## config.mk

```make
export PLATFORM = sky130hd
export DESIGN_NAME = nfa_epsilon_acceptor
export DESIGN_NICKNAME = d
export VERILOG_FILES = /design/src/nfa_pkg.sv /design/src/nfa_ram.sv /design/src/nfa_ctrl.sv /design/src/nfa_dp.sv /design/src/nfa_epsilon_acceptor.sv
export SDC_FILE = /design/constraint.sdc
export NUM_CORES = 2
export LEC_CHECK = 0
export ABC_CLOCK_PERIOD_IN_PS = 9730
export BUFFER_PORTS_ARGS = -buffer_cell sky130_fd_sc_hd__buf_2
export CORE_MARGIN = 2
export CORE_UTILIZATION = 45
export CTS_BUF_LIST = sky130_fd_sc_hd__clkbuf_4
export DETAILED_ROUTE_END_ITERATION = 8
export HOLD_SLACK_MARGIN = 0.08
export PLACE_DENSITY = 0.59
export RECOVER_POWER = 25
export SLEW_MARGIN = 30
export SYNTH_ARGS = -nofsm -noshare
export SYNTH_HDL_FRONTEND = slang
export SYNTH_MEMORY_MAX_BITS = 65536
export SYNTH_SLANG_ARGS = --single-unit
```

## constraint.sdc

```tcl
create_clock -name clk -period 9.73 [get_ports clk]
set_input_delay 0.973 -clock clk [delete_from_list [all_inputs] [get_ports clk]]
set_output_delay 0.973 -clock clk [all_outputs]
set_load 0.02 [all_outputs]
```

## src/nfa_pkg.sv

```systemverilog
// Shared constants, codes and controller/datapath interface types for the epsilon-NFA acceptor.
`default_nettype none
package nfa_pkg;

  localparam int NUM_STATES  = 16;
  localparam int NUM_SYMBOLS = 16;

  localparam int STATE_W  = $clog2(NUM_STATES);
  localparam int SYM_W    = $clog2(NUM_SYMBOLS);
  localparam int ADDR_W   = STATE_W + SYM_W;
  localparam int TBL_DEPTH = 1 << ADDR_W;

  localparam int OP_W    = 2;
  localparam int IDX_W   = 4;
  localparam int MASK_W  = 16;
  localparam int IN_W    = 32;
  localparam int OUT_W   = 24;
  localparam int CFG_W   = 16;

  typedef logic [NUM_STATES-1:0] set_t;

  typedef enum logic [OP_W-1:0] {
    OP_WR_SYM  = 2'd0,
    OP_WR_EPS  = 2'd1,
    OP_RESTART = 2'd2,
    OP_FEED    = 2'd3
  } op_t;

  typedef enum logic {
    CFG_START  = 1'b0,
    CFG_ACCEPT = 1'b1
  } cfg_idx_t;

  typedef struct packed {
    logic               load;
    logic               wr;
    logic               seed;
    logic               clr_work;
    logic               rd_en;
    logic [STATE_W-1:0] rd_state;
    logic               close_step;
    logic               commit;
    logic               deliver;
  } cmd_t;

  typedef struct packed {
    logic closed;
  } sts_t;

endpackage
`default_nettype wire

```

## src/nfa_ram.sv

```systemverilog
// Generic single-port RAM with registered read.
`default_nettype none
module nfa_ram #(
  parameter int WIDTH = 16,
  parameter int DEPTH = 256
) (
  input  wire logic                     clk,
  input  wire logic                     we,
  input  wire logic [$clog2(DEPTH)-1:0] addr,
  input  wire logic [WIDTH-1:0]         wdata,
  output logic      [WIDTH-1:0]         rdata
);

  logic [WIDTH-1:0] mem_r [DEPTH];

  always_ff @(posedge clk) begin
    if (we) begin
      mem_r[addr] <= wdata;
    end
    rdata <= mem_r[addr];
  end

endmodule
`default_nettype wire

```

## src/nfa_ctrl.sv

```systemverilog
// Controller state machine sequencing table writes, successor gathering and closure rounds.
`default_nettype none
module nfa_ctrl (
  input  wire logic          clk,
  input  wire logic          rst_n,
  input  wire logic          in_valid,
  input  wire nfa_pkg::op_t  in_op,
  input  wire logic          slot_free,
  input  wire nfa_pkg::sts_t sts,
  output logic               in_ready,
  output nfa_pkg::cmd_t      cmd
);
  import nfa_pkg::*;

  typedef enum logic [2:0] {
    S_IDLE,
    S_WR,
    S_GATHER,
    S_DRAIN,
    S_CLOSE,
    S_DONE
  } state_t;

  state_t             state_r, state_nxt;
  logic [STATE_W-1:0] cnt_r, cnt_nxt;
  logic               fire;

  assign in_ready = (state_r == S_IDLE);
  assign fire     = in_valid && in_ready;

  always_comb begin
    state_nxt = state_r;
    cnt_nxt   = cnt_r;
    cmd       = '0;
    cmd.rd_state = cnt_r;
    case (state_r)
      S_IDLE: begin
        if (fire) begin
          cmd.load = 1'b1;
          cnt_nxt  = '0;
          case (in_op)
            OP_WR_SYM, OP_WR_EPS: state_nxt = S_WR;
            OP_RESTART: begin
              cmd.seed  = 1'b1;
              state_nxt = S_CLOSE;
            end
            default: begin
              cmd.clr_work = 1'b1;
              state_nxt    = S_GATHER;
            end
          endcase
        end
      end
      S_WR: begin
        cmd.wr    = 1'b1;
        state_nxt = S_DONE;
      end
      S_GATHER: begin
        cmd.rd_en = 1'b1;
        cnt_nxt   = cnt_r + 1'b1;
        if (cnt_r == STATE_W'(NUM_STATES - 1)) begin
          state_nxt = S_DRAIN;
        end
      end
      S_DRAIN: begin
        state_nxt = S_CLOSE;
      end
      S_CLOSE: begin
        cmd.close_step = 1'b1;
        if (sts.closed) begin
          cmd.commit = 1'b1;
          state_nxt  = S_DONE;
        end
      end
      S_DONE: begin
        if (slot_free) begin
          cmd.deliver = 1'b1;
          state_nxt   = S_IDLE;
        end
      end
      default: state_nxt = S_IDLE;
    endcase
  end

  always_ff @(posedge clk) begin
    if (!rst_n) begin
      state_r <= S_IDLE;
      cnt_r   <= '0;
    end else begin
      state_r <= state_nxt;
      cnt_r   <= cnt_nxt;
    end
  end

  assert property (@(posedge clk) disable iff (!rst_n)
    fire |=> !in_ready)
    else $error("controller accepted a word while busy");

  assert property (@(posedge clk) disable iff (!rst_n)
    cmd.deliver |-> slot_free)
    else $error("result delivered into an occupied output register");

  assert property (@(posedge clk) disable iff (!rst_n)
    (state_r == S_DRAIN) |=> (state_r == S_CLOSE))
    else $error("gather did not proceed to closure");

endmodule
`default_nettype wire

```

## src/nfa_dp.sv

```systemverilog
// Datapath: item and configuration registers, transition tables, active set and closure logic.
`default_nettype none
module nfa_dp (
  input  wire logic                    clk,
  input  wire logic                    rst_n,
  input  wire nfa_pkg::cmd_t           cmd,
  input  wire nfa_pkg::op_t            in_op,
  input  wire logic [nfa_pkg::IDX_W-1:0]  in_state,
  input  wire logic [nfa_pkg::IDX_W-1:0]  in_symbol,
  input  wire logic [nfa_pkg::MASK_W-1:0] in_target,
  input  wire logic                    cfg_we,
  input  wire nfa_pkg::cfg_idx_t       cfg_index,
  input  wire logic [nfa_pkg::CFG_W-1:0]  cfg_wdata,
  output nfa_pkg::sts_t                sts,
  output logic                         res_accepted,
  output logic [nfa_pkg::MASK_W-1:0]   res_active,
  output logic                         res_empty
);
  import nfa_pkg::*;

  op_t               op_r;
  logic [IDX_W-1:0]  st_r;
  logic [IDX_W-1:0]  sym_r;
  logic [MASK_W-1:0] tgt_r;
  logic [IDX_W-1:0]  start_r;
  logic [MASK_W-1:0] acc_mask_r;

  set_t              active_r;
  set_t              work_r, work_nxt;
  set_t              eps_r [NUM_STATES];
  set_t              eps_union;
  logic [TBL_DEPTH-1:0] sym_vld_r;

  logic              st_ok, sym_ok, start_ok;
  logic              sym_we;
  logic [ADDR_W-1:0] ram_addr;
  set_t              ram_q;
  logic              rd_vld_r;
  logic              acc_en_r;

  assign st_ok    = (32'(st_r) < NUM_STATES);
  assign sym_ok   = (32'(sym_r) < NUM_SYMBOLS);
  assign start_ok = (32'(start_r) < NUM_STATES);
  assign sym_we   = cmd.wr && (op_r == OP_WR_SYM) && st_ok && sym_ok;

  always_comb begin
    if (cmd.wr) begin
      ram_addr = {STATE_W'(st_r), SYM_W'(sym_r)};
    end else begin
      ram_addr = {cmd.rd_state, SYM_W'(sym_r)};
    end
  end

  nfa_ram #(
    .WIDTH (NUM_STATES),
    .DEPTH (TBL_DEPTH)
  ) u_sym_tbl (
    .clk   (clk),
    .we    (sym_we),
    .addr  (ram_addr),
    .wdata (NUM_STATES'(tgt_r)),
    .rdata (ram_q)
  );

  always_comb begin
    eps_union = '0;
    for (int s = 0; s < NUM_STATES; s++) begin
      if (work_r[s]) begin
        eps_union = eps_union | eps_r[s];
      end
    end
  end

  assign sts.closed = ((eps_union & ~work_r) == '0);

  always_comb begin
    work_nxt = work_r;
    if (cmd.seed) begin
      work_nxt = start_ok ? (NUM_STATES'(1) << start_r) : '0;
    end else if (cmd.clr_work) begin
      work_nxt = '0;
    end else if (cmd.close_step) begin
      work_nxt = work_r | eps_union;
    end else if (acc_en_r && rd_vld_r) begin
      work_nxt = work_r | ram_q;
    end
  end

  always_ff @(posedge clk) begin
    if (cmd.load) begin
      op_r  <= in_op;
      st_r  <= in_state;
      sym_r <= in_symbol;
      tgt_r <= in_target;
    end
    work_r   <= work_nxt;
    rd_vld_r <= sym_vld_r[ram_addr];
  end

  always_ff @(posedge clk) begin
    if (!rst_n) begin
      start_r    <= '0;
      acc_mask_r <= '0;
      active_r   <= '0;
      sym_vld_r  <= '0;
      acc_en_r   <= 1'b0;
      for (int s = 0; s < NUM_STATES; s++) begin
        eps_r[s] <= '0;
      end
    end else begin
      if (cfg_we) begin
        case (cfg_index)
          CFG_START:  start_r    <= IDX_W'(cfg_wdata);
          CFG_ACCEPT: acc_mask_r <= cfg_wdata;
          default: ;
        endcase
      end
      if (sym_we) begin
        sym_vld_r[ram_addr] <= 1'b1;
      end
      if (cmd.wr && (op_r == OP_WR_EPS) && st_ok) begin
        eps_r[STATE_W'(st_r)] <= NUM_STATES'(tgt_r);
      end
      acc_en_r <= cmd.rd_en && sym_ok && active_r[cmd.rd_state];
      if (cmd.commit) begin
        active_r <= work_r;
      end
    end
  end

  assign res_active   = MASK_W'(active_r);
  assign res_accepted = ((MASK_W'(active_r) & acc_mask_r) != '0);
  assign res_empty    = (active_r == '0);

  assert property (@(posedge clk) disable iff (!rst_n)
    cmd.commit |-> sts.closed)
    else $error("active set committed before closure settled");

  assert property (@(posedge clk) disable iff (!rst_n)
    cmd.close_step |=> ((work_r & $past(work_r)) == $past(work_r)))
    else $error("closure round lost a state");

  assert property (@(posedge clk) disable iff (!rst_n)
    !cmd.commit |=> $stable(active_r))
    else $error("active set changed without a commit");

endmodule
`default_nettype wire

```

## src/nfa_epsilon_acceptor.sv

```systemverilog
// Top level of the epsilon-NFA acceptor: stream ports, output register and unit wiring.
// A table write passes a write state before delivery; a restart seeds the start state and
// runs closure rounds; a feed clears the set, reads successors, drains, then runs closure.
// Throughput: one word at a time; feed time is set by one table read per state on the
// single-port symbol table plus one epsilon closure round per cycle until the set settles.
// Reset (synchronous, active low) empties the active set and both tables and zeroes config.
`default_nettype none
module nfa_epsilon_acceptor (
  input  wire logic                       clk,
  input  wire logic                       rst_n,
  input  wire logic                       in_tvalid,
  output logic                            in_tready,
  // operation[1:0], state_index[5:2], symbol_index[9:6], target_mask[25:10]
  input  wire logic [nfa_pkg::IN_W-1:0]   in_tdata,
  output logic                            out_tvalid,
  input  wire logic                       out_tready,
  // accepted[0], active_states[16:1], no_live_state[17]
  output logic [nfa_pkg::OUT_W-1:0]       out_tdata,
  input  wire logic                       cfg_we,
  input  wire logic                       cfg_index,
  input  wire logic [nfa_pkg::CFG_W-1:0]  cfg_wdata
);
  import nfa_pkg::*;

  cmd_t              cmd;
  sts_t              sts;
  op_t               in_op;
  logic              slot_free;
  logic              res_accepted;
  logic [MASK_W-1:0] res_active;
  logic              res_empty;
  logic              out_valid_r;
  logic [OUT_W-1:0]  out_data_r;

  assign in_op     = op_t'(in_tdata[1:0]);
  assign slot_free = !out_valid_r || out_tready;

  nfa_ctrl u_ctrl (
    .clk       (clk),
    .rst_n     (rst_n),
    .in_valid  (in_tvalid),
    .in_op     (in_op),
    .slot_free (slot_free),
    .sts       (sts),
    .in_ready  (in_tready),
    .cmd       (cmd)
  );

  nfa_dp u_dp (
    .clk          (clk),
    .rst_n        (rst_n),
    .cmd          (cmd),
    .in_op        (in_op),
    .in_state     (in_tdata[5:2]),
    .in_symbol    (in_tdata[9:6]),
    .in_target    (in_tdata[25:10]),
    .cfg_we       (cfg_we),
    .cfg_index    (cfg_idx_t'(cfg_index)),
    .cfg_wdata    (cfg_wdata),
    .sts          (sts),
    .res_accepted (res_accepted),
    .res_active   (res_active),
    .res_empty    (res_empty)
  );

  always_ff @(posedge clk) begin
    if (cmd.deliver) begin
      out_data_r <= {6'd0, res_empty, res_active, res_accepted};
    end
  end

  always_ff @(posedge clk) begin
    if (!rst_n) begin
      out_valid_r <= 1'b0;
    end else if (cmd.deliver) begin
      out_valid_r <= 1'b1;
    end else if (out_tready) begin
      out_valid_r <= 1'b0;
    end
  end

  assign out_tvalid = out_valid_r;
  assign out_tdata  = out_data_r;

  assert property (@(posedge clk) disable iff (!rst_n)
    out_tvalid |-> (out_tdata[17] == (out_tdata[16:1] == '0)))
    else $error("empty flag disagrees with the reported set");

  assert property (@(posedge clk) disable iff (!rst_n)
    (out_tvalid && out_tdata[0]) |-> (out_tdata[16:1] != '0))
    else $error("accepted reported with no active state");

  assert property (@(posedge clk) disable iff (!rst_n)
    cmd.deliver |=> out_tvalid)
    else $error("delivered result not presented");

endmodule
`default_nettype wire
```

==> metrics.md <==
| Metric | Value |
|---|---|
| Status | `complete, but fails checks` |
| Failing checks | `capacitance limit, slew limit` |
| Final Net Count | `9860` |
| Setup TNS | `0 ns` |
| CP Depth | `3` |
| P&R area growth vs syn | `14.2%` |
| Die area | `408000 µm²` |
| Crit-path max cell delay | `2.50 ns` |
| Largest net degree at the start of global routing | `200` |
| Multi-input logic area | `41500 µm²` |
| R2r endpoint | `u_dp.u_sym_tbl.mem_r[21][3]` |
| Die Y-Extent | `639 µm` |
| First-pass GRT wire length | `723 mm` |
| Placed cell areas | `190000 µm²` |
| Initial Utilization | `45.1%` |
| Mapped Cells | `8529` |
| Avg Inst Size Synth | `21.2 µm²` |
| Fin area | `207000 µm²` |
| Grt ovf | `0` |
| Vias/cell | `6.04` |
| Top layer in use | `met5` |
| Worst Max-Slew Pin Slew | `5.76 ns` |
| Total CTS buffers | `1276` |
| Tot Pwr | `47.5 mW` |
| Fillers | `32140` |
| HP Start | `in_tdata[1]` |
| R2R depth | `3` |
| H-tree levels | `7` |
| Post-DP HPWL | `300 mm` |
| Wire length on met3 | `50.9 mm` |
| Final core area utilization | `51.5%` |
| Setup violators final | `0` |
| WHS Path Cells | `5` |
| Maximum VDD drop | `0.000134 V` |
| Commonest non-fill, non-tap cell in the layout | `edfxtp_1` |
| P_leak | `66.5 nW` |
| Core ar. | `402000 µm²` |
| Skew-Pair Late Insertion Delay | `1.72 ns` |
| Cell mode on critical path | `clkbuf_1` |
| EDFF count, synth | `4411` |
| Drt first pass iters | `8` |
| Worst Path Arrival | `7.86 ns` |
| Hold path endpoint | `u_ctrl.state_r[0]` |
| Final Wtd Congestion | `0.877` |
| Sink Count | `4729` |
| Syn Std Cell Area | `181000 µm²` |
| Initial antenna violation count | `30` |
| Worst setup SP type | `flop` |
| Metal2 WL | `251 mm` |
| Power per standard cell area | `230 nW/µm²` |
| Ys Warns | `0` |
| Unrepaired setup endpoints after global routing | `no` |
| WL per Instance | `32.5 µm` |
| Storage cell area | `139000 µm²` |
| Slew Limit Fails | `1827` |
| Seq/Total Area, Yosys | `76.6%` |
| M1 wire length | `199 mm` |
| Maximum clock frequency | `0.146 GHz` |
| Final worst path period share | `70.2%` |
| Post-synth cell types | `64` |
| # Max-Cap Violations | `27` |
| Setup WS post-layout | `2.90 ns` |
| Crit path max-delay cell type | `clkbuf_1` |
| Routed WL | `519 mm` |
| Crit. End Element | `flop` |
| Rows | `233` |
| Antenna-violating nets left | `0` |
| Fin Clk Skew | `0.144 ns` |
| Final hold vios | `0` |
| Tot GR Track Use | `25.5%` |
| Worst Hold Class | `in2reg` |
| Clk buf depth | `5` |
| Relative slew slack | `-284%` |
| Critical path buffers and inverters | `3` |
| Crit-path leading delay family | `buffers and inverters` |
| Vias in the first global route | `98278` |
| I/O Buffers | `67` |
| Pre-CTS WS | `4.26 ns` |
| Synth async-reset ratio | `0%` |
| Clock Pin Slew Worst Setup and Hold Paths | `0.07 ns` |
| R2R setup slack | `2.90 ns` |
| RR Startpoint | `u_dp.tgt_r[3]` |
| Crit path cell chain | `clkbuf_1 -> clkbuf_1 -> clkbuf_1` |
| Tmin final | `6.83 ns` |
| CTS tree | `yes` |
| Share of layout cells above drive strength 1 | `36.0%` |
| IO Pins | `80` |
| Initial drt markers | `12201` |
| Die Wd | `639 µm` |
| Commonest cells after routing, fill and taps aside | `edfxtp_1, clkbuf_4, mux4_2` |
| Crit-path max FO | `58` |
| Post-synthesis sequential element count | `4729` |
| Via count | `96505` |
| Main synth FF type | `edfxtp_1` |
| Clk root buf | `clkbuf_4` |
| Residual DRC | `0` |
| Setup CP Type | `reg2reg` |
| Worst endpoint required time | `10.76 ns` |
-- per-stage QoR --
step | hold slack, ns | instances
4_1_cts | 0.114 | 15951
3_3_place_gp | 0.441 | 13685
3_5_place_dp | 0.448 | 13688
5_1_grt | 0.305 | 15978
2_1_floorplan | 0.435 | 8534
6_report | 0.437 | 15984
-- worst max-delay path by stage --
stage                                  from                       endpoint  slack [ns]
after global routing          u_dp.tgt_r[3]   u_dp.u_sym_tbl.mem_r[185][3]        2.52
after global placement    u_ctrl.state_r[0]  u_dp.u_sym_tbl.mem_r[220][14]        4.31
after floorplan               u_dp.tgt_r[0]     u_dp.u_sym_tbl.mem_r[0][0]        5.60
final                         u_dp.tgt_r[3]    u_dp.u_sym_tbl.mem_r[21][3]        2.90
after CTS                 u_ctrl.state_r[0]  u_dp.u_sym_tbl.mem_r[220][13]        4.13
after detailed placement  u_ctrl.state_r[0]   u_dp.u_sym_tbl.mem_r[220][1]        4.26
-- metal layers --
layer	global-route usage, %	up-vias
met5	0	-
met3	7.23	819
met1	33.3	51316
met2	40.4	5259
li1	-	39107
met4	10.4	4
-- area by class of cell --
class                   instances  share of cell area (%)
diodes                         22                  0.0266
clock buffers                1866                    6.77
clock inverters               282                   0.724
inverters                       4                  0.0109
multi-input cells            3265                    20.0
flip-flops and latches       4729                    67.1
well taps                    5287                    3.20
repair buffers                529                    2.16
-- worst reg2reg max path, cell delays in order (launching register included) --
cell and delay [ns]:
edfxtp_1 0.32, clkbuf_1 2.50, clkbuf_1 1.20, clkbuf_1 2.09
-- flip-flops by register name, indices dropped and copies added (netlist names), 18 cells and up --
name	cells
u_dp.eps_r	255
out_tdata	18
u_dp.u_sym_tbl.mem_r	4096
u_dp.sym_vld_r	256
-- cells by family (layout without fill, tap and decap cells) --
logic type,Yosys count,after routing,share of synthesized area [%]
adder cells (fa/ha/maj),1,1,0.00690
other,1,28,0.00207
flip-flops,4729,4729,76.6
AO/OA/AOI/OAI,948,948,3.82
multiplexers,1294,1294,15.4
AND/OR/NAND/NOR,1016,1016,2.77
buffers and inverters,540,2681,1.37
-- report_power, final --
part | switching [mW] | total [mW] | internal, mW
sequential | 0.303 | 23.5 | 23.2
clock | 7.93 | 17.0 | 9.10
combinational | 4.71 | 7.01 | 2.29
total | 12.9 | 47.5 | 34.6
-- what timing repair did --
item | in CTS | in global routing
endpoints found under the hold margin | 222 | 0
hold buffers | 115 | 0
resized for setup | 0 | 0
buffers inserted | 0 | 0
-- synth_stat cells, types with 16 or more instances --
library cell     n  area [µm²]
mux2i_1         87         871
mux4_2        1198       27000
nor2_1         338        1270
dfxtp_1        318        6370
o21a_1         256        1920
buf_2          129         646
nand2b_1        20         125
edfxtp_1      4411      132000
o22ai_1         39         244
nor2b_1         31         194
a22oi_1        229        1720
nand3_1         48         240
nand4_1         20         125
clkbuf_1       300        1130
a22o_1          77         674
o21ai_0         45         225
a21boi_0        18         135
a221oi_1        85         744
buf_4           60         450
nand2_1        195         732
nor4_1          26         163
and4_1          16         140
and2_1         263        1650
a211oi_1        27         203
buf_1           37         139
a21oi_1        122         611
nor3_1          19        95.1
(Power assumes the default switching activity.)
